`src/hw/rtl/rssfb_pkg.sv`:
```
`default_nettype none

package rssfb_pkg;

  localparam int RUN_LEN   = 10;
  localparam int IDX_W     = $clog2(RUN_LEN);
  localparam int NUM_W     = 16;
  localparam int MAG_W     = 10;
  localparam int SEG_W     = 7;
  localparam int POS_N     = 3;
  localparam int ROW_N     = 3;
  localparam int IN_DATA_W = 56;
  localparam int OUT_DATA_W = 16;

  localparam logic [MAG_W-1:0] NUM_MAX  = MAG_W'(999);
  localparam logic [IDX_W-1:0] LAST_IDX = IDX_W'(RUN_LEN - 1);
  localparam logic [7:0]       CHAR_NL  = 8'h0A;

  // segment bit positions in an 8-bit pattern
  localparam int SEG_DP = 7;
  localparam int SEG_A  = 6;
  localparam int SEG_B  = 5;
  localparam int SEG_C  = 4;
  localparam int SEG_D  = 3;
  localparam int SEG_E  = 2;
  localparam int SEG_F  = 1;
  localparam int SEG_G  = 0;

  // colour bit positions
  localparam int COL_R = 2;
  localparam int COL_G = 1;
  localparam int COL_B = 0;

  // shift register within one digit, in send order
  localparam logic [1:0] ROW_FAR  = 2'd0;
  localparam logic [1:0] ROW_MID  = 2'd1;
  localparam logic [1:0] ROW_NEAR = 2'd2;

  typedef enum logic {
    CMD_NUMBER = 1'b0,
    CMD_TEXT   = 1'b1
  } cmd_t;

  typedef struct packed {
    cmd_t              command;
    logic [1:0]        target_display;
    logic signed [15:0] number;
    logic [7:0]        char_first;
    logic [7:0]        char_second;
    logic [7:0]        char_third;
    logic [2:0]        colour;
    logic [7:0]        indicator_leds;
  } raw_t;

  typedef struct packed {
    cmd_t                         command;
    logic [1:0]                   sel;
    logic [2:0]                   colour;
    logic [7:0]                   leds;
    logic [MAG_W-1:0]             mag;
    logic [3:0]                   hund;
    logic [6:0]                   rem;
    logic [3:0]                   tens;
    logic [POS_N-1:0][SEG_W-1:0]  seg;
    logic [POS_N-1:0]             lit;
  } item_t;

  typedef struct packed {
    logic [1:0]               sel;
    logic [RUN_LEN-1:0][7:0]  bytes;
  } frame_t;

  function automatic logic [SEG_W-1:0] digit_seg(input logic [3:0] d);
    logic [SEG_W-1:0] s;
    case (d)
      4'd0:    s = 7'h7E;
      4'd1:    s = 7'h30;
      4'd2:    s = 7'h6D;
      4'd3:    s = 7'h79;
      4'd4:    s = 7'h33;
      4'd5:    s = 7'h5B;
      4'd6:    s = 7'h5F;
      4'd7:    s = 7'h70;
      4'd8:    s = 7'h7F;
      4'd9:    s = 7'h7B;
      default: s = 7'h00;
    endcase
    return s;
  endfunction

  function automatic logic [SEG_W-1:0] char_seg(input logic [7:0] c);
    logic [SEG_W-1:0] s;
    case (c)
      8'h41: s = 7'h77;  // A
      8'h42: s = 7'h7F;
      8'h43: s = 7'h4E;
      8'h44: s = 7'h7E;
      8'h45: s = 7'h4F;
      8'h46: s = 7'h47;
      8'h47: s = 7'h5F;
      8'h48: s = 7'h37;
      8'h49: s = 7'h06;
      8'h4A: s = 7'h3C;
      8'h4B: s = 7'h37;
      8'h4C: s = 7'h0E;
      8'h4E: s = 7'h15;  // N
      8'h4F: s = 7'h7E;
      8'h50: s = 7'h67;
      8'h51: s = 7'h73;
      8'h52: s = 7'h05;
      8'h53: s = 7'h5B;
      8'h54: s = 7'h0F;
      8'h55: s = 7'h3E;
      8'h56: s = 7'h3E;
      8'h58: s = 7'h37;  // X
      8'h59: s = 7'h3B;
      8'h5A: s = 7'h6D;
      8'h61: s = 7'h77;  // a
      8'h62: s = 7'h1F;
      8'h63: s = 7'h0D;
      8'h64: s = 7'h3D;
      8'h65: s = 7'h4F;
      8'h66: s = 7'h47;
      8'h67: s = 7'h7B;
      8'h68: s = 7'h17;
      8'h69: s = 7'h04;
      8'h6A: s = 7'h38;
      8'h6B: s = 7'h37;
      8'h6C: s = 7'h06;
      8'h6E: s = 7'h15;  // n
      8'h6F: s = 7'h1D;
      8'h70: s = 7'h67;
      8'h71: s = 7'h73;
      8'h72: s = 7'h05;
      8'h73: s = 7'h5B;
      8'h74: s = 7'h0F;
      8'h75: s = 7'h1C;
      8'h76: s = 7'h1C;
      8'h78: s = 7'h37;  // x
      8'h79: s = 7'h3B;
      8'h7A: s = 7'h6D;
      8'h5F: s = 7'h08;  // underscore
      8'h2D: s = 7'h08;  // dash
      default: begin
        if (c >= 8'h30 && c <= 8'h39) begin
          s = digit_seg(c[3:0]);
        end else begin
          s = 7'h00;
        end
      end
    endcase
    return s;
  endfunction

  // One wired byte of a digit: every bit is one segment AND one colour.
  function automatic logic [7:0] encode_byte(input logic [1:0] row,
                                             input logic [7:0] s,
                                             input logic [2:0] c);
    logic [7:0] v;
    case (row)
      ROW_FAR: v = {s[SEG_B] & c[COL_R], s[SEG_B] & c[COL_B],
                    s[SEG_A] & c[COL_R], s[SEG_A] & c[COL_G],
                    s[SEG_A] & c[COL_B], s[SEG_G] & c[COL_R],
                    s[SEG_G] & c[COL_B], s[SEG_F] & c[COL_B]};
      ROW_MID: v = {s[SEG_B] & c[COL_G], s[SEG_G] & c[COL_G],
                    s[SEG_F] & c[COL_R], s[SEG_F] & c[COL_G],
                    s[SEG_DP] & c[COL_B], s[SEG_C] & c[COL_G],
                    s[SEG_E] & c[COL_R], s[SEG_E] & c[COL_B]};
      ROW_NEAR: v = {s[SEG_DP] & c[COL_R], s[SEG_DP] & c[COL_G],
                     s[SEG_C] & c[COL_R], s[SEG_C] & c[COL_B],
                     s[SEG_D] & c[COL_R], s[SEG_D] & c[COL_G],
                     s[SEG_D] & c[COL_B], s[SEG_E] & c[COL_G]};
      default: v = 8'h00;
    endcase
    return v;
  endfunction

endpackage

`default_nettype wire

```
`src/hw/rtl/rssfb_digits.sv`:
```
`default_nettype none

module rssfb_digits (
  input  wire logic             clk,
  input  wire logic             rst,
  input  wire logic             in_valid,
  output logic                  in_ready,
  input  wire rssfb_pkg::raw_t  in_item,
  output logic                  out_valid,
  input  wire logic             out_ready,
  output rssfb_pkg::item_t      out_item
);

  logic v1, v2, v3, v4, v5;
  rssfb_pkg::item_t d1, d2, d3, d4, d5;
  rssfb_pkg::item_t n1, n2, n3, n4, n5;
  logic rdy1, rdy2, rdy3, rdy4, rdy5;

  logic [15:0] absval;
  logic        nl0, nl1, nl2;
  logic [15:0] prod41;
  logic [9:0]  hund100;
  logic [9:0]  rem_full;
  logic [13:0] prod103;
  logic [6:0]  tens10;
  logic [6:0]  ones_full;
  logic [3:0]  ones;

  assign rdy5 = !v5 || out_ready;
  assign rdy4 = !v4 || rdy5;
  assign rdy3 = !v3 || rdy4;
  assign rdy2 = !v2 || rdy3;
  assign rdy1 = !v1 || rdy2;
  assign in_ready = rdy1;

  // stage 1: magnitude with saturation, text segments with newline blanking
  always_comb begin
    absval = in_item.number[15] ? (~in_item.number + 16'd1) : in_item.number;
    nl0 = in_item.char_first  == rssfb_pkg::CHAR_NL;
    nl1 = nl0 || in_item.char_second == rssfb_pkg::CHAR_NL;
    nl2 = nl1 || in_item.char_third  == rssfb_pkg::CHAR_NL;
    n1 = '0;
    n1.command = in_item.command;
    n1.sel     = in_item.target_display;
    n1.colour  = in_item.colour;
    n1.leds    = in_item.indicator_leds;
    n1.mag     = (absval > 16'(rssfb_pkg::NUM_MAX)) ? rssfb_pkg::NUM_MAX
                                                    : absval[9:0];
    n1.seg[0]  = nl0 ? '0 : rssfb_pkg::char_seg(in_item.char_first);
    n1.seg[1]  = nl1 ? '0 : rssfb_pkg::char_seg(in_item.char_second);
    n1.seg[2]  = nl2 ? '0 : rssfb_pkg::char_seg(in_item.char_third);
  end

  // stage 2: hundreds = mag * 41 >> 12, exact below 1000
  always_comb begin
    prod41 = 16'(d1.mag) * 16'd41;
    n2 = d1;
    n2.hund = prod41[15:12];
  end

  // stage 3: remainder below 100
  always_comb begin
    hund100  = {d2.hund, 6'b0} + {1'b0, d2.hund, 5'b0} + {4'b0, d2.hund, 2'b0};
    rem_full = d2.mag - hund100;
    n3 = d2;
    n3.rem = rem_full[6:0];
  end

  // stage 4: tens = rem * 103 >> 10, exact below 100
  always_comb begin
    prod103 = 14'(d3.rem) * 14'd103;
    n4 = d3;
    n4.tens = prod103[13:10];
  end

  // stage 5: ones digit; in number mode digit segments and leading-zero blanking
  always_comb begin
    tens10    = {d4.tens, 3'b0} + {2'b0, d4.tens, 1'b0};
    ones_full = d4.rem - tens10;
    ones      = ones_full[3:0];
    n5 = d4;
    if (d4.command == rssfb_pkg::CMD_NUMBER) begin
      n5.seg[0] = rssfb_pkg::digit_seg(d4.hund);
      n5.seg[1] = rssfb_pkg::digit_seg(d4.tens);
      n5.seg[2] = rssfb_pkg::digit_seg(ones);
      n5.lit[0] = d4.hund != 4'd0;
      n5.lit[1] = d4.hund != 4'd0 || d4.tens != 4'd0;
      n5.lit[2] = 1'b1;
    end else begin
      n5.lit = '1;
    end
  end

  always_ff @(posedge clk) begin
    if (rst) begin
      v1 <= 1'b0;
      v2 <= 1'b0;
      v3 <= 1'b0;
      v4 <= 1'b0;
      v5 <= 1'b0;
    end else begin
      if (rdy1) v1 <= in_valid;
      if (rdy2) v2 <= v1;
      if (rdy3) v3 <= v2;
      if (rdy4) v4 <= v3;
      if (rdy5) v5 <= v4;
    end
  end

  always_ff @(posedge clk) begin
    if (rdy1) d1 <= n1;
    if (rdy2) d2 <= n2;
    if (rdy3) d3 <= n3;
    if (rdy4) d4 <= n4;
    if (rdy5) d5 <= n5;
  end

  assign out_valid = v5;
  assign out_item  = d5;

`ifndef SYNTHESIS
  a_mag_sat: assert property (@(posedge clk) disable iff (rst)
    v1 |-> d1.mag <= rssfb_pkg::NUM_MAX)
    else $error("magnitude above saturation limit");
  a_hund_range: assert property (@(posedge clk) disable iff (rst)
    v2 |-> (d2.hund <= 4'd9 && 10'(d2.hund) * 10'd100 <= d2.mag &&
            d2.mag - 10'(d2.hund) * 10'd100 < 10'd100))
    else $error("hundreds digit wrong");
  a_tens_range: assert property (@(posedge clk) disable iff (rst)
    v4 |-> (d4.tens <= 4'd9 && 7'(d4.tens) * 7'd10 <= d4.rem &&
            d4.rem - 7'(d4.tens) * 7'd10 < 7'd10))
    else $error("tens digit wrong");
`endif

endmodule

`default_nettype wire

```
`src/hw/rtl/rssfb_encode.sv`:
```
`default_nettype none

module rssfb_encode (
  input  wire logic              clk,
  input  wire logic              rst,
  input  wire logic              in_valid,
  output logic                   in_ready,
  input  wire rssfb_pkg::item_t  in_item,
  output logic                   out_valid,
  input  wire logic              out_ready,
  output rssfb_pkg::frame_t      out_frame
);

  logic              v;
  rssfb_pkg::frame_t fr;
  rssfb_pkg::frame_t fr_next;
  logic [2:0]        col_p;

  assign in_ready = !v || out_ready;

  // LED byte first, then far/mid/near byte of each digit position
  always_comb begin
    fr_next = '0;
    col_p   = '0;
    fr_next.sel      = in_item.sel;
    fr_next.bytes[0] = in_item.leds;
    for (int p = 0; p < rssfb_pkg::POS_N; p++) begin
      col_p = in_item.lit[p] ? in_item.colour : 3'b000;
      for (int r = 0; r < rssfb_pkg::ROW_N; r++) begin
        fr_next.bytes[1 + p * rssfb_pkg::ROW_N + r] =
          rssfb_pkg::encode_byte(2'(r), {1'b0, in_item.seg[p]}, col_p);
      end
    end
  end

  always_ff @(posedge clk) begin
    if (rst) begin
      v <= 1'b0;
    end else if (in_ready) begin
      v <= in_valid;
    end
  end

  always_ff @(posedge clk) begin
    if (in_ready) fr <= fr_next;
  end

  assign out_valid = v;
  assign out_frame = fr;

endmodule

`default_nettype wire

```
`src/hw/rtl/rssfb_serial.sv`:
```
`default_nettype none

module rssfb_serial (
  input  wire logic               clk,
  input  wire logic               rst,
  input  wire logic               in_valid,
  output logic                    in_ready,
  input  wire rssfb_pkg::frame_t  in_frame,
  output logic                    out_valid,
  input  wire logic               out_ready,
  output logic [7:0]              out_byte,
  output logic [1:0]              out_sel,
  output logic                    out_last
);

  logic                        fv;
  rssfb_pkg::frame_t           fr;
  logic [rssfb_pkg::IDX_W-1:0] idx;
  logic                        ov;
  logic [7:0]                  obyte;
  logic [1:0]                  osel;
  logic                        olast;
  logic                        load_out;
  logic                        at_last;

  assign at_last  = idx == rssfb_pkg::LAST_IDX;
  assign load_out = fv && (!ov || out_ready);
  // take the next frame as the last byte of the current one moves out
  assign in_ready = !fv || (load_out && at_last);

  always_ff @(posedge clk) begin
    if (rst) begin
      fv  <= 1'b0;
      ov  <= 1'b0;
      idx <= '0;
    end else begin
      if (in_valid && in_ready) begin
        fv <= 1'b1;
      end else if (load_out && at_last) begin
        fv <= 1'b0;
      end
      if (load_out) begin
        ov  <= 1'b1;
        idx <= at_last ? '0 : idx + 1'b1;
      end else if (out_ready) begin
        ov <= 1'b0;
      end
    end
  end

  always_ff @(posedge clk) begin
    if (in_valid && in_ready) fr <= in_frame;
    if (load_out) begin
      obyte <= fr.bytes[idx];
      osel  <= fr.sel;
      olast <= at_last;
    end
  end

  assign out_valid = ov;
  assign out_byte  = obyte;
  assign out_sel   = osel;
  assign out_last  = olast;

`ifndef SYNTHESIS
  a_idx_range: assert property (@(posedge clk) disable iff (rst)
    idx <= rssfb_pkg::LAST_IDX)
    else $error("byte index out of range");
  a_idx_held: assert property (@(posedge clk) disable iff (rst)
    idx != '0 |-> fv)
    else $error("run in progress without a frame");
  a_last_flag: assert property (@(posedge clk) disable iff (rst)
    load_out |=> (out_valid && out_last == $past(at_last)))
    else $error("last flag does not follow byte index");
  a_no_overwrite: assert property (@(posedge clk) disable iff (rst)
    (in_valid && in_ready && fv) |-> (load_out && at_last))
    else $error("frame replaced before its run finished");
`endif

endmodule

`default_nettype wire

```
`src/hw/rtl/rgb_seven_segment_frame_builder_top.sv`:
```
// Path: each command passes the digit and encode stages into the serializer,
//   which takes a new frame only as the last byte of the current one leaves.
// Throughput: the serializer sends one byte per cycle through a single output
//   register while m_tready is high; the 6-stage front end is free.
// Reset (rst, synchronous) clears all valid bits and the byte counter; data
//   registers keep their contents.
`default_nettype none

module rgb_seven_segment_frame_builder_top (
  input  wire logic                                clk,
  input  wire logic                                rst,
  input  wire logic                                s_tvalid,
  output logic                                     s_tready,
  // target_display[1:0], number[17:2], char_first[25:18], char_second[33:26],
  // char_third[41:34], colour[44:42], indicator_leds[52:45], zero pad
  input  wire logic [rssfb_pkg::IN_DATA_W-1:0]     s_tdata,
  // command[0]
  input  wire logic                                s_tuser,
  output logic                                     m_tvalid,
  input  wire logic                                m_tready,
  // shift_byte[7:0], display_sel[9:8], zero pad
  output logic [rssfb_pkg::OUT_DATA_W-1:0]         m_tdata,
  output logic                                     m_tlast
);

  rssfb_pkg::raw_t   raw;
  rssfb_pkg::item_t  dig_item;
  rssfb_pkg::frame_t enc_frame;
  logic              dig_valid, dig_ready;
  logic              enc_valid, enc_ready;
  logic [7:0]        out_byte;
  logic [1:0]        out_sel;

  always_comb begin
    raw.command        = rssfb_pkg::cmd_t'(s_tuser);
    raw.target_display = s_tdata[1:0];
    raw.number         = s_tdata[17:2];
    raw.char_first     = s_tdata[25:18];
    raw.char_second    = s_tdata[33:26];
    raw.char_third     = s_tdata[41:34];
    raw.colour         = s_tdata[44:42];
    raw.indicator_leds = s_tdata[52:45];
  end

  rssfb_digits u_digits (
    .clk       (clk),
    .rst       (rst),
    .in_valid  (s_tvalid),
    .in_ready  (s_tready),
    .in_item   (raw),
    .out_valid (dig_valid),
    .out_ready (dig_ready),
    .out_item  (dig_item)
  );

  rssfb_encode u_encode (
    .clk       (clk),
    .rst       (rst),
    .in_valid  (dig_valid),
    .in_ready  (dig_ready),
    .in_item   (dig_item),
    .out_valid (enc_valid),
    .out_ready (enc_ready),
    .out_frame (enc_frame)
  );

  rssfb_serial u_serial (
    .clk       (clk),
    .rst       (rst),
    .in_valid  (enc_valid),
    .in_ready  (enc_ready),
    .in_frame  (enc_frame),
    .out_valid (m_tvalid),
    .out_ready (m_tready),
    .out_byte  (out_byte),
    .out_sel   (out_sel),
    .out_last  (m_tlast)
  );

  assign m_tdata = {6'b0, out_sel, out_byte};

endmodule

`default_nettype wire

```
`config.mk`:
```
export PLATFORM = sky130hd
export DESIGN_NAME = rgb_seven_segment_frame_builder_top
export DESIGN_NICKNAME = d
export VERILOG_FILES = /design/src/hw/rtl/rssfb_pkg.sv /design/src/hw/rtl/rssfb_digits.sv /design/src/hw/rtl/rssfb_encode.sv /design/src/hw/rtl/rssfb_serial.sv /design/src/hw/rtl/rgb_seven_segment_frame_builder_top.sv
export SDC_FILE = /design/constraint.sdc
export NUM_CORES = 1
export LEC_CHECK = 0
export BUFFER_PORTS_ARGS = -buffer_cell sky130_fd_sc_hd__buf_2
export CELL_PAD_IN_SITES_DETAIL_PLACEMENT = 0
export CELL_PAD_IN_SITES_GLOBAL_PLACEMENT = 2
export CORE_MARGIN = 3
export CORE_UTILIZATION = 30
export DETAILED_ROUTE_END_ITERATION = 10
export GPL_ROUTABILITY_DRIVEN = 0
export GPL_TIMING_DRIVEN = 1
export PLACE_DENSITY = 0.56
export SLEW_MARGIN = 25
export SYNTH_ARGS = -nofsm -noshare
export SYNTH_HDL_FRONTEND = slang
export SYNTH_HIERARCHICAL = 1
export SYNTH_SLANG_ARGS = --single-unit
```
`constraint.sdc`:
```
create_clock -name clk -period 9.2 [get_ports clk]
set_clock_uncertainty 0.1 [all_clocks]
set_input_delay 1.38 -clock clk [delete_from_list [all_inputs] [get_ports clk]]
set_output_delay 1.38 -clock clk [all_outputs]
set_load 0.005 [all_outputs]
```
==> reports/metrics.yaml, run 1 <==
crit_path_max_fanout: 16
cts_hold_buf: 0
core-area_um2: 64600
startpoint: "u_serial/idx[1]$_SDFFE_PP0P_"
cts_root_buffer: "clkbuf_16"
multi_input_area_um2: 6800
seqCellArea_um2: 12100
nNetsFinal: 1746
drcViolationCount: 0
fmax_mhz: 189
synth_cells: 1497
rr_startpoint: "u_serial/idx[1]$_SDFFE_PP0P_"
finalWirelength_um: 41600
layout_common_cells: "edfxtp_1, ha_1, nor2_1"
clk_latency_ns: 0.57
cellPowerDensity_nw_per_um2: 268
grt_pass1_wl_um: 65800
cts_tree: "built"
grt_max_degree: 74
dpl.hpwl_um: 28300
final-max-slew-violation-count: 0
startpoint_type: "flip-flop"
setup_viol: 0
die_w_um: 262
hp-start: "u_digits/d2[53]$_DFFE_PP_"
crit_path_end_kind: "output port"
min_period_over_period: 0.574
area_delta_synth_final_pct: 13.1
rows: 93
cts_resized: 0
die_h_um: 262
drt_iter0_drc: 764
grt_pass1_vias: 11600
vias: 11700
wl_per_cell_um: 17.0
status: "complete, no violations"
ant_nets: 0
layout_commonest_cell: "edfxtp_1"
p_leak_nw: 8.79
cap_violations: 0
grt-ovfl-total: 0
worstPathRequired_ns: 7.72
cp.arrival_ns: 3.80
dieArea_um2: 68400
worst_r2r_path_depth: 14
portBuffers: 70
period_minus_slack_ns: 5.28
avgSynthCellArea_um2: 13.1
path_class: "reg2out"
crit_path_end: "s_tready"
cts_sinks: 412
clock_path_buffers: 3
antenna_found_initial: 1
fillers: 6373
whs_ns: 0.311
grt_use_total: 0.121
start_util: 0.303
vias_per_cell: 4.77
rsz0062_at_grt: "false"
hold_class: "reg2reg"
yosysWarnings: 6
numCtsBuffers: 45
hold_violations: 0
layout-drive-gt1-share: 0.130
setup_tns_ns: 0
worst_pin_slew_ns: 0.947
max_slew_margin: 0.369
clk_pin_slew_ns: 0.06
peakVddDrop_uv: 169
drtPass1Iterations: 5
htreeDepth: 2
synth.cell_area_um2: 19600
reg2reg_slack_ns: 4.02
io_pins: 80
post_cts_buffers: 0
## per-layer routing
| layer | GRT usage | up-vias | routed length [um] | part of all wire |
|---|---|---|---|---|
| li1 | - | 5684 | - | - |
| met1 | 0.156 | 5681 | 18400 | 0.44 |
| met2 | 0.210 | 228 | 20800 | 0.50 |
| met3 | 0.0175 | 61 | 1530 | 0.037 |
| met4 | 0.0387 | 0 | 884 | 0.021 |
| met5 | 0 | - | 0 | 0 |
## power by group
part | total, mW | internal, mW | switching [mW]
Combinational | 1.77 | 0.795 | 0.979
Clock | 1.73 | 1.02 | 0.714
Sequential | 2.43 | 2.32 | 0.108
Total | 5.94 | 4.14 | 1.80
## metrics by stage
step | std cells | instance area [um2] | utilization | power, mW | setup WS, ns
detailed placement | 2362 | 20700 | 0.321 | 4.29 | 3.41
global placement | 2362 | 20700 | 0.321 | 4.29 | 3.47
CTS | 2442 | 22200 | 0.343 | 6.06 | 3.78
floorplan | 1510 | 19600 | - | 3.81 | 1.88
finish | 2443 | 22200 | 0.343 | 5.94 | 3.92
global route | 2443 | 22200 | 0.343 | 6.39 | 3.48
## cell type report
| type | count | share of cell area |
|---|---|---|
| inverter | 88 | 0.0149 |
| multi-input combinational | 929 | 0.307 |
| clock buffer | 58 | 0.0548 |
| clock inverter | 22 | 0.00943 |
| tap | 855 | 0.0483 |
| sequential | 412 | 0.547 |
| timing repair buffer | 78 | 0.0185 |
| antenna | 1 | 0.000113 |
## flip-flops by register name, summed over array words and instances, names as in the netlist, 8 cells and up, named ones only
register / count
u_digits/d1: 45
u_digits/d2: 46
u_digits/d3: 46
u_digits/d4: 47
u_digits/out_item: 36
u_encode/out_frame: 73
u_serial/fr: 82
u_serial/out_byte: 8
## worst min-delay path by stage
stage	cells past startpoint	endpoint	slack, ns
final	0	u_digits/d3[53]$_DFFE_PP_	0.31
after global routing	0	u_encode/out_frame[80]$_DFFE_PP_	0.32
after CTS	0	u_digits/d3[53]$_DFFE_PP_	0.31
after detailed placement	0	u_digits/d2[17]$_DFFE_PP_	0.30
after global placement	0	u_serial/out_sel[1]$_DFFE_PP_	0.30
after floorplan	0	u_digits/d2[10]$_DFFE_PP_	0.30
## worst max-delay path, stage by stage, from the launching register on
cell      delay [ns]
dfxtp_1         0.80
or3b_1          0.47
or3b_1          0.24
nand2_1         0.11
nand2b_4        0.19
nor2b_1         0.24
and2_1          0.67
nand4_1         0.30
buf_2           0.21
(Power assumes the default switching activity.)
==> run 2: changes to the inputs <==
--- a/config.mk
+++ b/config.mk
@@ -5,6 +5,7 @@
 export SDC_FILE = /design/constraint.sdc
 export NUM_CORES = 1
 export LEC_CHECK = 0
+export ABC_AREA = 1
 export BUFFER_PORTS_ARGS = -buffer_cell sky130_fd_sc_hd__buf_2
 export CELL_PAD_IN_SITES_DETAIL_PLACEMENT = 0
 export CELL_PAD_IN_SITES_GLOBAL_PLACEMENT = 2
@@ -13,7 +14,7 @@
 export DETAILED_ROUTE_END_ITERATION = 10
 export GPL_ROUTABILITY_DRIVEN = 0
 export GPL_TIMING_DRIVEN = 1
-export PLACE_DENSITY = 0.56
+export PLACE_DENSITY = 0.6
 export SLEW_MARGIN = 25
 export SYNTH_ARGS = -nofsm -noshare
 export SYNTH_HDL_FRONTEND = slang
==> constraint.sdc (replaced) <==
create_clock -name clk -period 4.9 [get_ports clk]
set_clock_uncertainty 0.1 [all_clocks]
set_input_delay 0.735 -clock clk [delete_from_list [all_inputs] [get_ports clk]]
set_output_delay 0.735 -clock clk [all_outputs]
set_load 0.005 [all_outputs]
==> run 2 against run 1 <==
Against the previous run: clock power rose by 100%; critical path type unchanged; final area rose by 4.3%; first-iteration DRC count rose by 15%.
==> reports/metrics.yaml, run 2 <==
path_class: "reg2out"
final-max-slew-violation-count: 0  # unchanged
synth.cell_area_um2: 20200  # +2.9%
period_minus_slack_ns: 4.31
fillers: 6746  # +5.9%
reg2reg_slack_ns: 0.66  # -3.36 ns
final_area_um2: 23100  # +4.3%
finalWirelength_um: 43300  # +4.1%
worstPathRequired_ns: 4.07  # -3.65 ns
die_w_um: 265  # +1.4%
area_delta_synth_final_pct: 14.5
yosysWarnings: 6  # unchanged
layout_common_cells: "nand2_1, edfxtp_1, inv_1, nor2_1, nand3_1"
core-area_um2: 66200  # +2.5%
power_frac_clock: 0.280  # -0.012
crit_path_max_fanout: 27  # +11
peakVddDrop_uv: 379  # +120%
status: "complete, no violations"
fmax_mhz: 232
cts_sinks: 412  # unchanged
avgSynthCellArea_um2: 10.2  # -22%
whs_ns: 0.257  # -0.0536 ns
p_leak_nw: 10.5  # +20%
switchingPower_mw: 4.37  # +140%
hp-start: "s_tuser"
dieArea_um2: 70400  # +2.9%
p_comb_frac: 0.356  # +0.057
clk_pin_slew_ns: 0.06  # about the same
drt_iter0_drc: 875  # +15%
ant_nets: 0  # unchanged
worst_pin_slew_ns: 0.686  # -0.261 ns
dpl.hpwl_um: 32000  # +13%
antenna_found_initial: 0  # -1
min_period_over_period: 0.880
cts_hold_buf: 0  # unchanged
vias_per_cell: 4.41  # -7.5%
startpoint: "u_serial/idx[2]$_SDFFE_PP0P_"
max_slew_margin: 0.542  # +0.174
grt_max_degree: 83  # +12%
layout_commonest_cell: "nand2_1"
wl_per_cell_um: 14.5  # -15%
cap_violations: 0  # unchanged
cts_root_buffer: "clkbuf_16"
drtPass1Iterations: 5  # unchanged
finalCoreUtilization: 0.349  # +0.00576
num_antenna_cells: 0  # -1
io_pins: 80  # unchanged
grt-ovfl-total: 0  # unchanged
largest_reg_flops: 82  # unchanged
die_h_um: 265  # +1.4%
hold_class: "in2reg"
htreeDepth: 2  # unchanged
cts_tree: "built"
rr_startpoint: "u_digits/d3[33]$_DFFE_PP_"
synth_cells: 1980  # +32%
cts_resized: 0  # unchanged
intPower_mw: 8.13  # +96%
grt_pass1_vias: 13400  # +15%
grt_pass1_wl_um: 71200  # +8.2%
clock_path_buffers: 3  # unchanged
layout-drive-gt1-share: 0.0985  # -0.0313
grt_use_total: 0.124  # +0.00352
drcViolationCount: 0  # unchanged
cellPowerDensity_nw_per_um2: 541  # +100%
hold_violations: 0  # unchanged
regMostFlops: "u_serial/fr"
clk_latency_ns: 0.56  # about the same
rows: 94  # +1.1%
nNetsFinal: 2277  # +30%
p_seq_frac: 0.365  # -0.045
swShare: 0.350  # +0.0464
setup_viol: 0  # unchanged
portBuffers: 70  # unchanged
rsz0062_at_grt: "false"
crit_path_end_kind: "output port"
dpl-instance-area_um2: 21500  # +3.9%
cp.arrival_ns: 3.48  # -0.32 ns
start_util: 0.305  # +0.00120
vias: 13200  # +13%
post_cts_buffers: 0  # unchanged
numCtsBuffers: 46  # +2.2%
startpoint_type: "flip-flop"
setup_tns_ns: 0  # unchanged
==> run 2: power by group through the flow <==
stage	combinational (mW)	sequential [mW]	clock, mW
floorplan	3.43	4.57	0
detailed placement	4.49	4.65	0
finish	4.45	4.56	3.49
CTS	4.53	4.57	3.63
global route	5.25	4.61	3.78
global placement	4.54	4.64	0
==> run 2: per-stage QoR <==
step | worst slack (ns) | instances | total power [mW]
detailed placement | 0.605 | 2901 | 9.13
global placement | 0.602 | 2901 | 9.18
finish | 0.589 | 2986 | 12.5
CTS | 0.454 | 2986 | 12.7
global route | 0.221 | 2986 | 13.6
floorplan | -0.0823 | 1993 | 7.99
==> run 2: final cells by class <==
cell class	count	area, um2	share of cell area
flip-flops and latches	412	12100	0.524
multi-input cells	1267	6820	0.295
well taps	864	1080	0.0468
clock inverters	29	319	0.0138
inverters	277	1060	0.0459
repair buffers	81	458	0.0198
clock buffers	56	1250	0.0541
==> run 2: worst max-delay path, stage by stage (launching register included) <==
cell	delay [ns]
dfxtp_1	0.58
inv_2	0.22
nand3_2	0.16
nor2_2	0.05
nand2_1	0.15
nand2_1	0.09
inv_1	0.15
nand2_8	0.17
nor2_2	0.20
inv_4	0.06
nor2_8	0.16
inv_2	0.16
nor2_1	0.21
clkinvlp_4	0.16
nor2_4	0.17
nand2_2	0.07
buf_2	0.14
==> run 2: path summary, 6_finish.rpt <==
| path | endpoint | cells after the start |
|---|---|---|
| hold reg to reg | u_digits/d4[12]$_DFFE_PN_ | 0 |
| setup reg to reg | flip-flop | 23 |
| setup / recovery | s_tready | 16 |
| hold / removal | u_digits/d1[62]$_DFFE_PP_ | 1 |
==> run 2: routing by layer <==
metal	up-vias	part of all wire	GRT usage	wire, um
met1	6150	0.48	0.169	20700
met4	0	0.019	0.0341	827
met3	63	0.033	0.0190	1440
met2	201	0.47	0.207	20400
li1	6764	-	-	-
met5	-	0	0	0
==> run 3: changes to the inputs <==
--- a/config.mk
+++ b/config.mk
@@ -7,7 +7,7 @@
 export LEC_CHECK = 0
 export ABC_AREA = 1
 export BUFFER_PORTS_ARGS = -buffer_cell sky130_fd_sc_hd__buf_2
-export CELL_PAD_IN_SITES_DETAIL_PLACEMENT = 0
+export CELL_PAD_IN_SITES_DETAIL_PLACEMENT = 2
 export CELL_PAD_IN_SITES_GLOBAL_PLACEMENT = 2
 export CORE_MARGIN = 3
 export CORE_UTILIZATION = 30
==> run 3 against run 2 <==
Against the previous run: clock power shrank 5%; clock-buffer cell count rose by 8; fmax fell by 2.0%; critical path depth unchanged; register-to-register slack lost 0.15 ns; cell count is essentially flat; worst hold slack got worse by 0.0018 ns; largest cell class unchanged.
==> reports/metrics.yaml, run 3 (synthesis results as in run 2) <==
hold_class: "in2reg"
grt_pass1_vias: 15300  # +14%
nNetsFinal: 2278  # +0.044%
rr_startpoint: "u_digits/d3[33]$_DFFE_PP_"
die_h_um: 265  # unchanged
dieArea_um2: 70400  # unchanged
hold_end: "u_digits/d1[62]$_DFFE_PP_"
core-area_um2: 66200  # unchanged
cts_tree: "built"
setup_viol: 0  # unchanged
dpl.hpwl_um: 39600  # +24%
cp_cell_sequence: "inv_2 -> nand3_2 -> nor2_2 -> nand2_1 -> nand2_1 -> inv_1 -> nand2_8 -> nor2_2 -> inv_4 -> nor2_8 -> inv_2 -> nor2_1 -> clkinvlp_4 -> nor2_4 -> nand2_2 -> buf_2"
reg2reg_slack_ns: 0.51  # -0.15 ns
clk_pin_slew_ns: 0.06  # about the same
crit_path_end_kind: "output port"
vias: 13700  # +4.2%
num_antenna_cells: 0  # unchanged
hp-start: "s_tuser"
grt_pass1_wl_um: 84300  # +18%
ant_nets: 0  # unchanged
power_frac_clock: 0.264  # -0.016
layout-drive-gt1-share: 0.0943  # -0.00420
cts_resized: 0  # unchanged
cts_sinks: 412  # unchanged
cp.arrival_ns: 3.57  # +0.09 ns
numCtsBuffers: 47  # +2.2%
critPathSlowestCell: "dfxtp_1"
multi_input_area_um2: 6820  # unchanged
cts_root_buffer: "clkbuf_16"
hold_violations: 0  # unchanged
fmax_mhz: 227  # -2.0%
startpoint_type: "flip-flop"
fillers: 7197  # +6.7%
switchingPower_mw: 4.64  # +6.2%
post_cts_buffers: 0  # unchanged
regMostFlops: "u_serial/fr"
drtPass1Iterations: 5  # unchanged
rsz0062_at_grt: "false"
clock_path_buffers: 3  # unchanged
layout_commonest_cell: "nand2_1"
min_period_over_period: 0.898  # +0.0182
drcViolationCount: 0  # unchanged
p_seq_frac: 0.363  # -0.002
io_pins: 80  # unchanged
dp.cells: 2901  # unchanged
p_total_mw: 12.6  # +1.1%
cellPowerDensity_nw_per_um2: 549  # +1.5%
drt_iter0_drc: 531  # -39%
cts_hold_buf: 0  # unchanged
grt-ovfl-total: 0  # unchanged
layout_common_cells: "nand2_1, edfxtp_1, inv_1, nor2_1, nand3_1"
wl_per_cell_um: 17.4  # +20%
worstPathRequired_ns: 4.07  # about the same
swShare: 0.367  # +0.0176
worstHoldPathCells: 1  # unchanged
antenna_found_initial: 0  # unchanged
final-max-slew-violation-count: 0  # unchanged
worst_pin_slew_ns: 0.735  # +0.0488 ns
finalWirelength_um: 51800  # +20%
status: "complete, no violations"
vias_per_cell: 4.60  # +4.3%
grt_max_degree: 83  # unchanged
htreeDepth: 2  # unchanged
max_slew_margin: 0.510  # -0.0325
cap_violations: 0  # unchanged
start_util: 0.305  # unchanged
p_leak_nw: 10.5  # -0.41%
grt_use_total: 0.149  # +0.0246
largest_reg_flops: 82  # unchanged
p_comb_frac: 0.373  # +0.017
intPower_mw: 8.00  # -1.7%
peakVddDrop_uv: 305  # -20%
path_class: "reg2out"
crit_path_max_fanout: 27  # unchanged
die_w_um: 265  # unchanged
portBuffers: 70  # unchanged
cpPeakStageDelay_ns: 0.58  # about the same
rows: 94  # unchanged
period_minus_slack_ns: 4.40  # +0.0893 ns
clk_latency_ns: 0.56  # about the same
worst_r2r_path_depth: 20  # -13%
seqCellArea_um2: 12100  # unchanged
area_delta_synth_final_pct: 14.1
stdcell_count: 2985  # -0.033%
[run 3: power by group through the flow]
stage / logic [mW] / registers [mW] / clock network [mW]
floorplan: 3.43 / 4.57 / 0
global placement: 4.54 / 4.64 / 0
detailed placement: 4.77 / 4.68 / 0
CTS: 4.84 / 4.61 / 3.47
global route: 5.51 / 4.64 / 3.60
finish: 4.72 / 4.59 / 3.33
[run 3: stage by stage]
| stage | worst slack, ns | util | cell area (um2) | hold WS, ns | setup TNS (ns) |
|---|---|---|---|---|---|
| 2_1_floorplan | -0.0823 | - | 20300 | 0.300 | -0.0823 |
| 3_3_place_gp | 0.602 | 0.325 | 21500 | 0.300 | 0 |
| 3_5_place_dp | 0.437 | 0.325 | 21500 | 0.305 | 0 |
| 4_1_cts | 0.316 | 0.347 | 23000 | 0.211 | 0 |
| 5_1_grt | 0.0882 | 0.347 | 23000 | 0.215 | 0 |
| 6_report | 0.499 | 0.347 | 23000 | 0.255 | 0 |
[run 3: layout make-up]
cell class	count	area share
clock inverters	20	0.00577
repair buffers	81	0.0199
multi-input cells	1267	0.296
flip-flops and latches	412	0.527
inverters	277	0.0461
well taps	864	0.0470
clock buffers	64	0.0584
[run 3: worst max-delay path: cells and delay by family, from the launching register on]
kind          cells  cell delay, ns
buf+inv           6            0.93
flops             1            0.58
simple gates     10            1.48
[run 3: worst max-delay path by stage]
stage                                 start   endpoint  depth (start not counted)
6_report       u_serial/idx[2]$_SDFFE_PP0P_   s_tready                         16
4_1_cts        u_serial/idx[2]$_SDFFE_PP0P_   s_tready                         16
3_3_place_gp      u_digits/d3[33]$_DFFE_PP_  flip-flop                         23
2_1_floorplan                      m_tready   s_tready                         15
5_1_grt        u_serial/idx[2]$_SDFFE_PP0P_   s_tready                         16
3_5_place_dp      u_digits/d3[33]$_DFFE_PP_  flip-flop                         20
[run 3: routing by layer]
| metal | global-route usage | vias up | share of wire |
|---|---|---|---|
| li1 | - | 6749 | - |
| met1 | 0.190 | 6785 | 0.45 |
| met2 | 0.271 | 138 | 0.51 |
| met3 | 0.0209 | 63 | 0.025 |
| met4 | 0.0294 | 0 | 0.015 |
| met5 | 0 | - | 0 |
